**config.mk**
```make
export PLATFORM = sky130hd
export DESIGN_NAME = two_wire_sensor_measurement_reader_top
export DESIGN_NICKNAME = d
export VERILOG_FILES = /design/src/sv/twsr_pkg.sv /design/src/sv/two_wire_sensor_measurement_reader_top.sv /design/src/sv/twsr_seq.sv
export SDC_FILE = /design/constraint.sdc
export NUM_CORES = 1
export LEC_CHECK = 0
export BUFFER_PORTS_ARGS = -buffer_cell sky130_fd_sc_hd__buf_2
export CAP_MARGIN = 20
export CORE_MARGIN = 2
export CORE_UTILIZATION = 60
export DETAILED_ROUTE_END_ITERATION = 8
export PLACE_DENSITY = 0.82
export SLEW_MARGIN = 20
export SYNTH_ARGS = -nofsm -noshare
export SYNTH_HDL_FRONTEND = slang
export SYNTH_HIERARCHICAL = 1
export SYNTH_SLANG_ARGS = --single-unit
export TNS_END_PERCENT = 20
```
**constraint.sdc**
```tcl
create_clock -name clk -period 13.1 [get_ports clk]
set_input_delay 1.31 -clock clk [delete_from_list [all_inputs] [get_ports clk]]
set_output_delay 1.31 -clock clk [all_outputs]
set_load 0.01 [all_outputs]
```
**src/sv/twsr_pkg.sv**
```systemverilog
`timescale 1ns / 1ps
// Shared types and constants for the two-wire sensor measurement reader.
package twsr_pkg;

	localparam int unsigned TIMEOUT_W     = 22;
	localparam int unsigned HALF_W        = 16;
	localparam int unsigned PORT_W        = 4;
	localparam int unsigned PORT_VALUES   = 16;
	localparam int unsigned DEF_PORT_COUNT = 16;

	localparam logic [TIMEOUT_W-1:0] TIMEOUT_RESET = 22'd2100000;
	localparam logic [HALF_W-1:0]    HALF_RESET    = 16'h0001;

	// Register indexes on the configuration port.
	localparam logic REG_TIMEOUT = 1'b0;
	localparam logic REG_HALF    = 1'b1;

	// Input opcodes.
	localparam logic OP_TICK  = 1'b0;
	localparam logic OP_START = 1'b1;

	// Result status codes.
	localparam logic [1:0] ST_NONE    = 2'd0;
	localparam logic [1:0] ST_OK      = 2'd1;
	localparam logic [1:0] ST_TIMEOUT = 2'd2;

	typedef enum logic [10:0] {
		PH_IDLE  = 11'b000_0000_0001,
		PH_START = 11'b000_0000_0010,
		PH_CMD   = 11'b000_0000_0100,
		PH_NINTH = 11'b000_0000_1000,
		PH_WAIT  = 11'b000_0001_0000,
		PH_BYTE1 = 11'b000_0010_0000,
		PH_ACK1  = 11'b000_0100_0000,
		PH_BYTE2 = 11'b000_1000_0000,
		PH_ACK2  = 11'b001_0000_0000,
		PH_CRC   = 11'b010_0000_0000,
		PH_STOP  = 11'b100_0000_0000
	} phase_t;

	typedef struct packed {
		logic              sda_level;
		logic [PORT_W-1:0] sensor_port;
		logic [7:0]        command_byte;
		logic              opcode;
	} item_t;

	// Packed so that scl_level sits in bit 0.
	typedef struct packed {
		logic [7:0]        checksum;
		logic [15:0]       measurement;
		logic [1:0]        status;
		logic              done_res;
		logic              busy_res;
		logic [PORT_W-1:0] active_port;
		logic              sda_drive_low;
		logic              scl_level;
	} res_t;

	localparam int unsigned RES_W   = $bits(res_t);
	localparam int unsigned TDATA_W = ((RES_W + 7) / 8) * 8;
	localparam int unsigned SDATA_W = (($bits(item_t) - 1 + 7) / 8) * 8;

endpackage

```
**src/sv/two_wire_sensor_measurement_reader_top.sv**
```systemverilog
`timescale 1ns / 1ps
// Top level of the two-wire sensor measurement reader: stream ports, registers, result stage.
//
// Each input transaction is one tick (tuser 0) or a start request (tuser 1); every input
// transaction produces exactly one result transaction carrying the line levels to drive and,
// on the tick a read ends, the 16-bit measurement, checksum and status. The block accepts one
// transaction per clock cycle whenever the result register is free or being emptied; an accepted
// input passes from the input register through the sequencer's short next-state logic, and its
// result is valid once it is in the result register. Line timing is counted in ticks: each
// clock phase lasts half_period_ticks ticks and the ready wait gives up after
// timeout_ticks checks.
// Registers: 0x0 timeout_ticks (22 bits), 0x4 half_period_ticks (16 bits).
module two_wire_sensor_measurement_reader_top #(
	parameter int unsigned PORT_COUNT = twsr_pkg::DEF_PORT_COUNT
) (
	input  logic                          clk,
	input  logic                          arst_n,
	input  logic                          s_tvalid,
	output logic                          s_tready,
	// [7:0] command_byte, [11:8] sensor_port, [12] sda_level, [15:13] zero
	input  logic [twsr_pkg::SDATA_W-1:0]  s_tdata,
	// [0] opcode
	input  logic                          s_tuser,
	output logic                          m_tvalid,
	input  logic                          m_tready,
	// [0] scl_level, [1] sda_drive_low, [5:2] active_port, [6] busy_res, [7] done_res,
	// [9:8] status, [25:10] measurement, [33:26] checksum, [39:34] zero
	output logic [twsr_pkg::TDATA_W-1:0]  m_tdata,
	input  logic                          psel,
	input  logic                          penable,
	input  logic                          pwrite,
	input  logic [2:0]                    paddr,
	input  logic [31:0]                   pwdata,
	output logic [31:0]                   prdata,
	output logic                          pready
);
	import twsr_pkg::*;

	logic [TIMEOUT_W-1:0] timeout_q;
	logic [HALF_W-1:0]    half_q;
	logic                 cfg_wr;

	item_t item_s1;
	logic  valid_s1;
	logic  advance;
	res_t  res_next;
	res_t  res_q;
	logic  m_valid_q;

	assign pready = 1'b1;
	assign cfg_wr = psel & penable & pwrite & pready;

	always_ff @(posedge clk or negedge arst_n) begin
		if (!arst_n) begin
			timeout_q <= TIMEOUT_RESET;
			half_q    <= HALF_RESET;
		end else if (cfg_wr) begin
			case (paddr[2])
				REG_TIMEOUT: timeout_q <= pwdata[TIMEOUT_W-1:0];
				REG_HALF:    half_q    <= pwdata[HALF_W-1:0];
				default: ;
			endcase
		end
	end

	always_comb begin
		case (paddr[2])
			REG_TIMEOUT: prdata = 32'(timeout_q);
			REG_HALF:    prdata = 32'(half_q);
			default:     prdata = '0;
		endcase
	end

	// The input register moves into the sequencer whenever the result register can take it.
	assign advance  = valid_s1 & (~m_valid_q | m_tready);
	assign s_tready = ~valid_s1 | advance;

	always_ff @(posedge clk or negedge arst_n) begin
		if (!arst_n) begin
			valid_s1 <= 1'b0;
		end else if (s_tready) begin
			valid_s1 <= s_tvalid;
		end
	end

	always_ff @(posedge clk) begin
		if (s_tready && s_tvalid) begin
			item_s1.opcode       <= s_tuser;
			item_s1.command_byte <= s_tdata[7:0];
			item_s1.sensor_port  <= s_tdata[11:8];
			item_s1.sda_level    <= s_tdata[12];
		end
	end

	twsr_seq #(
		.PORT_COUNT(PORT_COUNT)
	) u_seq (
		.clk              (clk),
		.arst_n           (arst_n),
		.item_en          (advance),
		.item             (item_s1),
		.timeout_ticks    (timeout_q),
		.half_period_ticks(half_q),
		.res              (res_next)
	);

	always_ff @(posedge clk or negedge arst_n) begin
		if (!arst_n) begin
			m_valid_q <= 1'b0;
		end else if (advance) begin
			m_valid_q <= 1'b1;
		end else if (m_tready) begin
			m_valid_q <= 1'b0;
		end
	end

	always_ff @(posedge clk) begin
		if (advance) begin
			res_q <= res_next;
		end
	end

	assign m_tvalid = m_valid_q;
	assign m_tdata  = TDATA_W'(res_q);

	a_done_not_busy: assert property (@(posedge clk) disable iff (!arst_n)
		(m_valid_q && res_q.done_res) |-> !res_q.busy_res)
		else $error("finished result still marked busy");

	a_status_with_done: assert property (@(posedge clk) disable iff (!arst_n)
		m_valid_q |-> (res_q.done_res == (res_q.status != ST_NONE)))
		else $error("status and done flag disagree");

	a_idle_lines: assert property (@(posedge clk) disable iff (!arst_n)
		(m_valid_q && !res_q.busy_res) |-> (!res_q.scl_level && !res_q.sda_drive_low))
		else $error("lines driven while idle");

	a_value_only_ok: assert property (@(posedge clk) disable iff (!arst_n)
		(m_valid_q && res_q.status != ST_OK) |-> (res_q.measurement == 16'h0000
		&& res_q.checksum == 8'h00))
		else $error("measurement shown without a successful read");

endmodule

```
**src/sv/twsr_seq.sv**
```systemverilog
`timescale 1ns / 1ps
// Pin sequencer: holds the read state and computes one result per item.
module twsr_seq #(
	parameter int unsigned PORT_COUNT = twsr_pkg::DEF_PORT_COUNT
) (
	input  logic                              clk,
	input  logic                              arst_n,
	input  logic                              item_en,
	input  twsr_pkg::item_t                   item,
	input  logic [twsr_pkg::TIMEOUT_W-1:0]    timeout_ticks,
	input  logic [twsr_pkg::HALF_W-1:0]       half_period_ticks,
	output twsr_pkg::res_t                    res
);
	import twsr_pkg::*;

	phase_t              phase_q, n_phase;
	logic [3:0]          bit_count_q, n_bc;
	logic [HALF_W-1:0]   step_div_q, n_sd;
	logic [TIMEOUT_W-1:0] wait_cnt_q, n_wc;
	logic [7:0]          cmd_q, n_cmd;
	logic [15:0]         data_q, n_data;
	logic [7:0]          crc_q, n_crc;
	logic [PORT_W-1:0]   port_q, n_port;

	logic [PORT_W-1:0]   port_tbl [PORT_VALUES];
	logic [HALF_W-1:0]   hp;
	logic [HALF_W-1:0]   sd_inc;
	logic [3:0]          s;
	logic                last_step;
	logic                done;
	logic [1:0]          status;
	logic                scl;
	logic                low;

	// Port reduction modulo PORT_COUNT, worked out at elaboration.
	for (genvar g = 0; g < PORT_VALUES; g++) begin : g_port
		assign port_tbl[g] = PORT_W'(g % PORT_COUNT);
	end

	assign hp     = (half_period_ticks == '0) ? HALF_W'(1) : half_period_ticks;
	assign sd_inc = step_div_q + HALF_W'(1);
	assign s      = bit_count_q;

	always_comb begin
		case (phase_q)
			PH_START: last_step = (s == 4'd5);
			PH_CMD, PH_BYTE1, PH_BYTE2, PH_CRC: last_step = (s == 4'd15);
			default: last_step = (s == 4'd1);
		endcase
	end

	always_comb begin
		n_phase = phase_q;
		n_bc    = bit_count_q;
		n_sd    = step_div_q;
		n_wc    = wait_cnt_q;
		n_cmd   = cmd_q;
		n_data  = data_q;
		n_crc   = crc_q;
		n_port  = port_q;
		done    = 1'b0;
		status  = ST_NONE;
		if (item.opcode == OP_START) begin
			if (phase_q == PH_IDLE) begin
				n_cmd   = item.command_byte;
				n_port  = port_tbl[item.sensor_port];
				n_phase = PH_START;
				n_bc    = '0;
				n_sd    = '0;
				n_wc    = '0;
				n_data  = '0;
				n_crc   = '0;
			end
		end else if (phase_q == PH_WAIT) begin
			if (wait_cnt_q >= timeout_ticks) begin
				n_phase = PH_IDLE;
				done    = 1'b1;
				status  = ST_TIMEOUT;
			end else if (!item.sda_level) begin
				n_phase = PH_BYTE1;
				n_bc    = '0;
				n_sd    = '0;
			end else begin
				n_wc = wait_cnt_q + TIMEOUT_W'(1);
			end
		end else if (phase_q != PH_IDLE) begin
			if (sd_inc >= hp) begin
				n_sd = '0;
				// Data is sampled as the high half of a read bit ends.
				if ((phase_q == PH_BYTE1 || phase_q == PH_BYTE2) && !s[0]) begin
					n_data = {data_q[14:0], item.sda_level};
				end
				if (phase_q == PH_CRC && !s[0]) begin
					n_crc = {item.sda_level, crc_q[7:1]};
				end
				if (!last_step) begin
					n_bc = s + 4'd1;
				end else begin
					n_bc = '0;
					case (phase_q)
						PH_START: n_phase = PH_CMD;
						PH_CMD:   n_phase = PH_NINTH;
						PH_NINTH: begin
							n_phase = PH_WAIT;
							n_wc    = '0;
						end
						PH_BYTE1: n_phase = PH_ACK1;
						PH_ACK1:  n_phase = PH_BYTE2;
						PH_BYTE2: n_phase = PH_ACK2;
						PH_ACK2:  n_phase = PH_CRC;
						PH_CRC:   n_phase = PH_STOP;
						PH_STOP: begin
							n_phase = PH_IDLE;
							done    = 1'b1;
							status  = ST_OK;
						end
						default:  n_phase = PH_IDLE;
					endcase
				end
			end else begin
				n_sd = sd_inc;
			end
		end
	end

	// Line levels for the step the sequencer has just entered.
	always_comb begin
		scl = 1'b0;
		low = 1'b0;
		case (n_phase)
			PH_START: begin
				case (n_bc)
					4'd0: begin scl = 1'b1; low = 1'b0; end
					4'd1: begin scl = 1'b1; low = 1'b1; end
					4'd2: begin scl = 1'b0; low = 1'b1; end
					4'd3: begin scl = 1'b1; low = 1'b1; end
					4'd4: begin scl = 1'b1; low = 1'b0; end
					default: begin scl = 1'b0; low = 1'b0; end
				endcase
			end
			PH_CMD: begin
				scl = n_bc[0];
				low = ~n_cmd[3'd7 - n_bc[3:1]];
			end
			PH_NINTH, PH_ACK1, PH_ACK2: begin
				scl = n_bc[0];
				low = 1'b1;
			end
			PH_BYTE1, PH_BYTE2, PH_CRC: scl = ~n_bc[0];
			PH_STOP: scl = n_bc[0];
			default: begin
				scl = 1'b0;
				low = 1'b0;
			end
		endcase
	end

	always_comb begin
		res.scl_level     = scl;
		res.sda_drive_low = low;
		res.active_port   = n_port;
		res.busy_res      = (n_phase != PH_IDLE);
		res.done_res      = done;
		res.status        = status;
		res.measurement   = (status == ST_OK) ? n_data : 16'h0000;
		res.checksum      = (status == ST_OK) ? n_crc : 8'h00;
	end

	always_ff @(posedge clk or negedge arst_n) begin
		if (!arst_n) begin
			phase_q     <= PH_IDLE;
			bit_count_q <= '0;
			step_div_q  <= '0;
			wait_cnt_q  <= '0;
			cmd_q       <= '0;
			data_q      <= '0;
			crc_q       <= '0;
			port_q      <= '0;
		end else if (item_en) begin
			phase_q     <= n_phase;
			bit_count_q <= n_bc;
			step_div_q  <= n_sd;
			wait_cnt_q  <= n_wc;
			cmd_q       <= n_cmd;
			data_q      <= n_data;
			crc_q       <= n_crc;
			port_q      <= n_port;
		end
	end

	a_step_bound: assert property (@(posedge clk) disable iff (!arst_n)
		(phase_q != PH_IDLE && phase_q != PH_WAIT) |-> (step_div_q < hp || $changed(half_period_ticks)
		|| !$stable(step_div_q) || step_div_q < hp))
		else $error("step divider passed the half period");

	a_timeout_only_waiting: assert property (@(posedge clk) disable iff (!arst_n)
		(item_en && status == ST_TIMEOUT) |-> (phase_q == PH_WAIT))
		else $error("timeout reported outside the ready wait");

	a_ok_from_stop: assert property (@(posedge clk) disable iff (!arst_n)
		(item_en && status == ST_OK) |-> (phase_q == PH_STOP && bit_count_q == 4'd1))
		else $error("success reported before the stop step ended");

endmodule
```
[Yosys cells after proc, flatten, opt, wreduce, memory -nomap -nowiden]
Memory sizes are Yosys's and may differ from the RTL's.
Cells that the tools add are included.
Word-level totals
  bits in registers: 177
  bits in latches: 0
  bits in writable memories: 0
  ROM bits: 64
  word-level logic and storage cells: 175
  memories: 1
Memory list
  (name not given): depth 16, width 4, read ports 1, clocked after memory_dff 0, write ports 0, line twsr_seq.sv:66  | n_port = port_tbl[item.sensor_port];
Cells by class
  add/subtract/negate cells: 4
  $mul: 0
  divide/modulo/power cells: 0
  $lt $le $gt $ge: 4
  eq/ne operators: 34
  shift operators: 0
  multiplexer cells: 75
  bitwise logic cells: 11
  reductions and logical operators: 22
Operators by type and width (number)
  2-to-1 mux 16 bit: 14
  2-to-1 mux 22 bit: 9
  2-to-1 mux 11 bit: 8
  case mux 11 bit (8 select lines): 1
  2-to-1 mux 8 bit: 8
  case mux 32 bit (2 select lines): 1
  2-to-1 mux 4 bit: 12
  adder 22 x 1 -> 22 bit (second input constant): 1
  equality test 11 x 10 -> 1 bit (second input constant): 2
  equality test 11 bit (second input constant): 2
  equality test 11 x 2 -> 1 bit (second input constant): 2
  equality test 11 x 3 -> 1 bit (second input constant): 2
  equality test 11 x 4 -> 1 bit (second input constant): 2
  equality test 11 x 6 -> 1 bit (second input constant): 2
  equality test 11 x 7 -> 1 bit (second input constant): 2
  equality test 11 x 8 -> 1 bit (second input constant): 2
  equality test 11 x 9 -> 1 bit (second input constant): 2
  >= comparator 22 bit: 1
  != test 11 x 1 -> 1 bit (second input constant): 2
  adder 16 x 1 -> 16 bit (second input constant): 1
  >= comparator 16 bit: 1
  zero test 16 bit: 1
  2-to-1 mux 1 bit: 12
  2-to-1 mux 2 bit: 6
  32 further kinds: 54

[Logic depth before layout (Yosys ltp)]
  depth in word-level cells: 13
  gate-level depth with buffers: 21

[Hierarchy]
Netlist, hierarchy kept.
By module, submodules not included
  twsr_seq: times used 1, cells each 850, area each 6752.7 µm², seq. area each 2228.4 µm²
  two_wire_sensor_measurement_reader_top: times used 1, cells each 181, area each 3444.6 µm², seq. area each 2449.8 µm²

[Worst setup path before layout]
Ideal clock, no wire load.
  kind: register to register
  from: register u_seq.step_div_q[0]
  to: register res_q (netlist bit m_tdata[1]) (data pin)
  arrival time: 4.105 ns
  path slack: 8.744 ns
  stages on the path, launching flop included: 21
  period minus slack after synthesis: 4.356 ns
  cells stage by stage: dfrtp_1 > ha_1 > nand3_1 > nor2_1 > and3_1 > clkbuf_1 > nand3_1 > xnor2_1 > ha_1 > nand4_1 > nor2_1 > o2111ai_1 > o211ai_1 > clkbuf_1 > nor3b_1 > a221oi_1 > a211oi_1 > nor4bb_1 > a311oi_1 > a21o_1 > buf_4
On the way
  word-level cells in the longest chain between the ends: 11
Ends and longest elaborated chain
  start: declaration: line twsr_seq.sv:18  | logic [HALF_W-1:0] step_div_q, n_sd;
  start signal: assignment: line twsr_seq.sv:182  | step_div_q <= n_sd;
  adder 16 x 1 -> 16 bit (*): line twsr_seq.sv:41  | assign sd_inc = step_div_q + HALF_W'(1);
  >= comparator 16 bit (*): line twsr_seq.sv:87  | if (sd_inc >= hp) begin
  2-to-1 mux 4 bit: line twsr_seq.sv:87
  2-to-1 mux 4 bit: line twsr_seq.sv:86  | end else if (phase_q != PH_IDLE) begin
  2-to-1 mux 4 bit: line twsr_seq.sv:74  | end else if (phase_q == PH_WAIT) begin
  2-to-1 mux 4 bit: line twsr_seq.sv:63  | if (item.opcode == OP_START) begin
  subtractor 3 bit: line twsr_seq.sv:143  | low = ~n_cmd[3'd7 - n_bc[3:1]];
  binary-select mux 1 bit (select 3 bit): line twsr_seq.sv:143
  2-to-1 mux 1 bit (not written as such): line twsr_seq.sv:143
  inverter 1 bit: line twsr_seq.sv:143
  case mux 1 bit (3 select lines) (*): line twsr_seq.sv:130  | case (n_phase)
  named net u_seq.low: line twsr_seq.sv:33  | logic low;
  end signal: assignment: line two_wire_sensor_measurement_reader_top.sv:119  | res_q <= res_next;
  end: declaration: line two_wire_sensor_measurement_reader_top.sv:47  | res_t res_q;
Mark *: on every way through the listed nets, which the timed path passes. The rest lies on a longest branch. The select of a mux whose other input is x is not followed.
A chain may end at the register's enable or synchronous reset.

==> results.md <==
Status:
- The flow ran to the end, and the final reports show no timing, DRC or antenna violations.

Logic synthesis:
- The synthesized cell area is ~10,000 sq um.
- The fraction of synthesized area in multiplexers is 0.0912.
- The combinational family with the most area after synthesis is simple AND/OR/NAND/NOR gates.
- Among all cell types in the netlist, the one instantiated most often is nand2_1.
- The fraction of the mapped netlist area in simple logic gates is 0.171.
- Yosys attributes the largest share of cell area to dfrtp_1 (30%), edfxtp_1 (14%), mux2_2 (5.6%).
- The fraction of the mapped netlist area in compound gates is 0.142.
- After synthesis, the mean cell area works out to approximately 9.9 sq um.
- For this run, the leading register cell type out of synthesis is dfrtp_1.
- The area share of fa/ha/maj cells after synthesis is 0.0503.
- dfrtp_1 takes more of the synthesized area than any other cell.
- The fraction of registers with async set or reset after synthesis is 0.729.
- The synthesized netlist contains a little over 70 unique library cells.
- The proportion of synthesized chip area in sequential cells is 0.459.
- Of the post-synthesis cell area, the dominant cell type holds 0.299.
- The fraction of synthesized cell area in xor and xnor cells is 0.0275.
- Counting flops with a built-in enable in the synthesized netlist gives 48.
- After technology mapping, the gate count stands at around 1,000.
- The synthesized flop and latch total is roughly 180.
- Ranked by instance count, the synthesized netlist is headed by nand2_1 (132), dfrtp_1 (122), nor2_1 (82), a21oi_1 (74), mux2_2 (51).
- The yosys synthesis warning count is 6.

Detailed routing:
- The total number of vias is between 7,000 and 8,000.
- For this block, the routed nets add up to between 20 and 25 mm of wire.
- The first detailed-routing pass took 5 iterations.
- The number of DRC markers after the initial detailed-route iteration is 730.
- Once detail routing completed, the nets flagged for antenna violations numbered 0.
- The average wire per standard cell is 17.0 um.
- The remaining routing DRC violations is 0.
- Dividing the detail-routed via count by the number of cells gives 5.95.

STA:
- After layout, the worst setup slack is 8.03 ns.
- Setup total negative slack on the finished layout was measured at 0 ns.
- The max-slew violation count is 0.
- The time the worst path needs with I/O delays and setup is roughly 5.1 ns.
- The final count of hold timing violations was 0.
- For the final database, setup skew stands at approximately 0.011 ns.
- The share of the cycle needed by the critical path after routing is 0.387.
- Setup repair after global routing left no endpoint under its margin.
- The final setup violation count is 0.
- In this run the tightest slew margin relative to its limit is 0.353.
- The worst-margin pin slew is just under 1 ns.
- Static timing analysis puts the maximum clock frequency at 197 MHz.

Pwr:
- The total power per unit cell area is between 100 and 150 nW/um^2.
- The worst IR drop on VDD is approximately 0.00011 V.
- In this run the static leakage power is ~5.3 nW.

Clock tree:
- Post-CTS repair changed the size of 0 cells.
- Clock-pin slew was measured on the worst setup and hold paths at 0.07 ns.
- The TritonCTS buffer count is 17.
- The CTS tree is yes.
- The clock latency at the later pin of the worst-skew pair is between 0.4 and 0.5 ns.
- The number of hold buffers added after CTS was 0.
- Clock tree synthesis found a total of approximately 180 sinks.
- The H-tree was split into 4 levels.
- The largest buffer count on any clock path is 2.
- The tree is rooted in a clkbuf_16.
- The setup fix buffers added after clock tree synthesis is 0.

GRT:
- The number of antenna violations at the first check in global routing is 1.
- The total global routing track utilization is 0.255.
- Entering global routing, the biggest net connects 70 pins.
- The total overflow reported by the global router is 0.
- The first global-routing pass estimated roughly 37 mm of wire.
- The number of global-route vias before repair came to about 7,400.

Final layout:
- The net count of the finished layout is 1,201.
- For this run, the number of standard cells in the final layout without fillers is around 1,300.
- The proportion of layout cells with a drive suffix above 1 is 0.213.
- The number of filler instances in the final layout is between 1,000 and 1,500.
- Summing all multi-input logic gate instances after layout gives roughly 5000 sq um.
- The area growth from synthesis to layout is 10.7%.
- After routing the design area is about 11,000 sq um.
- Across the whole layout, storage elements account for between 4000 and 5000 sq um.

Floorplan:
- In this run the vertical extent of the chip is 134 um.
- The initial cell density of the core is 0.615.
- The core footprint is 16,600 sq um.
- The die width is about 130 um.
- The die area is approximately 18,000 sq um.
- The row count is between 40 and 50.
- The I/O pin count is between 100 and 150.

Placement:
- The instance count after placement with tap cells included is ~1,300.
- The instance area after placement is approximately 11,000 sq um.
- Detailed placement ended at an HPWL of approximately 15 mm.
- The worst setup timing slack at the placement stage is 8.27 ns.
- In this run the tool buffered the top-level ports with between 100 and 150 buffer cells.
- At the end of routability-driven placement, the weighted congestion stood at just over 0.9.

Flow run:
- The number of maximum-capacitance constraint violations is 0.

Critical path:
- The worst setup path is captured at a register.
- Of all nets on the critical path, the largest fanout is 14.
- The type of the worst setup path is register to register.
- At the worst endpoint, the arrival time is between 5 and 6 ns.
- The largest single stage delay on the critical path is 0.51 ns.
- Traced cell by cell, the critical path runs through and3_1 -> nand3_1 -> nor2_1 -> and3_1 -> and3_1 -> xor2_1 -> ha_1 -> nand4_1 -> nor2_1 -> o2111ai_1 -> o211ai_1 -> buf_4 -> a31oi_1 -> or2_2 -> a211o_1 -> nor4_1 -> a32oi_1 -> a32oi_1 -> a41o_1.
- The library cell contributing the largest single delay on the critical path is nor4_1.
- The kind of start point of the critical path is a register.
- The cell type with the highest occurrence count on the critical path is and3_1.
- STA puts the critical path data required time at approximately 13 ns.

Hold path:
- The classification of the worst-slack hold path is register to register.
[sequential cells by signal (all words and copies together) (netlist names)]
name,cells
u_seq/data_q,16
timeout_q,22
u_seq/step_div_q,16
m_tvalid,1
item_s1,14
half_q,16
valid_s1,1
u_seq/crc_q,8
m_tdata,34
u_seq/cmd_q,8
u_seq/port_q,4
u_seq/wait_cnt_q,22
u_seq/bit_count_q,4
u_seq/phase_q,11
[final cells by class]
| cell class | count | share of cell area |
|---|---|---|
| Clock buffer | 19 | 0.0384 |
| Tap cell | 220 | 0.0244 |
| Timing Repair Buffer | 110 | 0.0510 |
| Antenna cell | 1 | 0.000222 |
| Sequential cell | 177 | 0.414 |
| Clock inverter | 13 | 0.0143 |
| Inverter | 47 | 0.0156 |
| Multi-Input combinational cell | 748 | 0.442 |
[layer usage]
metal  wire length, um  global-route usage
met5                 0                   0
met4               439              0.0959
met3              1500              0.0423
met2             10900               0.404
met1              9830               0.356
[metrics by stage]
step / power, W / hold WS (ns) / utilization
after global routing: 0.00168 / 0.494 / 0.681
after CTS: 0.00160 / 0.486 / 0.681
final: 0.00160 / 0.480 / 0.681
after floorplan: 0.000981 / 0.449 / -
after global placement: 0.00106 / 0.460 / 0.645
after detailed placement: 0.00108 / 0.470 / 0.645
[power breakdown]
part	internal (W)	switching, W	total [W]
Clock	0.000300	0.000216	0.000516
Sequential	0.000651	0.0000767	0.000727
Combinational	0.000164	0.000191	0.000355
[layout by cell type, fill, tap and decap left out, drive strengths merged, types with 41 or more instances in the layout]
cell type / netlist / final
buf: 34 / 110
ha: 41 / 41
dfrtp: 122 / 122
inv: 47 / 49
o21ai: 51 / 51
a21oi: 74 / 74
nor2: 82 / 82
mux2: 72 / 72
nand2: 132 / 132
edfxtp: 48 / 48
[final timing paths]
path                                     start                to  slack, ns  cells after the start
hold reg to reg                     item_s1[1]    u_seq/cmd_q[0]       0.48                      1
setup reg to reg           u_seq/step_div_q[0]        m_tdata[0]       8.03                     19
min in group asynchronous               arst_n     timeout_q[17]       0.93                      1
hold / removal                      item_s1[1]    u_seq/cmd_q[0]       0.48                      1
setup / recovery           u_seq/step_div_q[0]        m_tdata[0]       8.03                     19
max in group asynchronous               arst_n  u_seq/data_q[13]      10.78                      2
[critical path, delay by kind of cell, from the launching register on]
kind	cells	cell delay (ns)
adder cells (fa/ha/maj)	1	0.20
buffers and inverters	1	0.24
flip-flops	1	0.45
AO/OA/AOI/OAI	7	1.50
AND/OR/NAND/NOR	9	2.31
XOR/XNOR	1	0.23
[kinds of logic after synthesis]
family / after synthesis
muxes: 76
buffers and inverters: 121
xor gates and xnor gates: 32
other: 2
adders and majority gates: 41
and+or+nand+nor: 357
AOI/OAI and AO/OA: 225
DFF: 177
No activity file was read; power rests on OpenSTA's default activity.
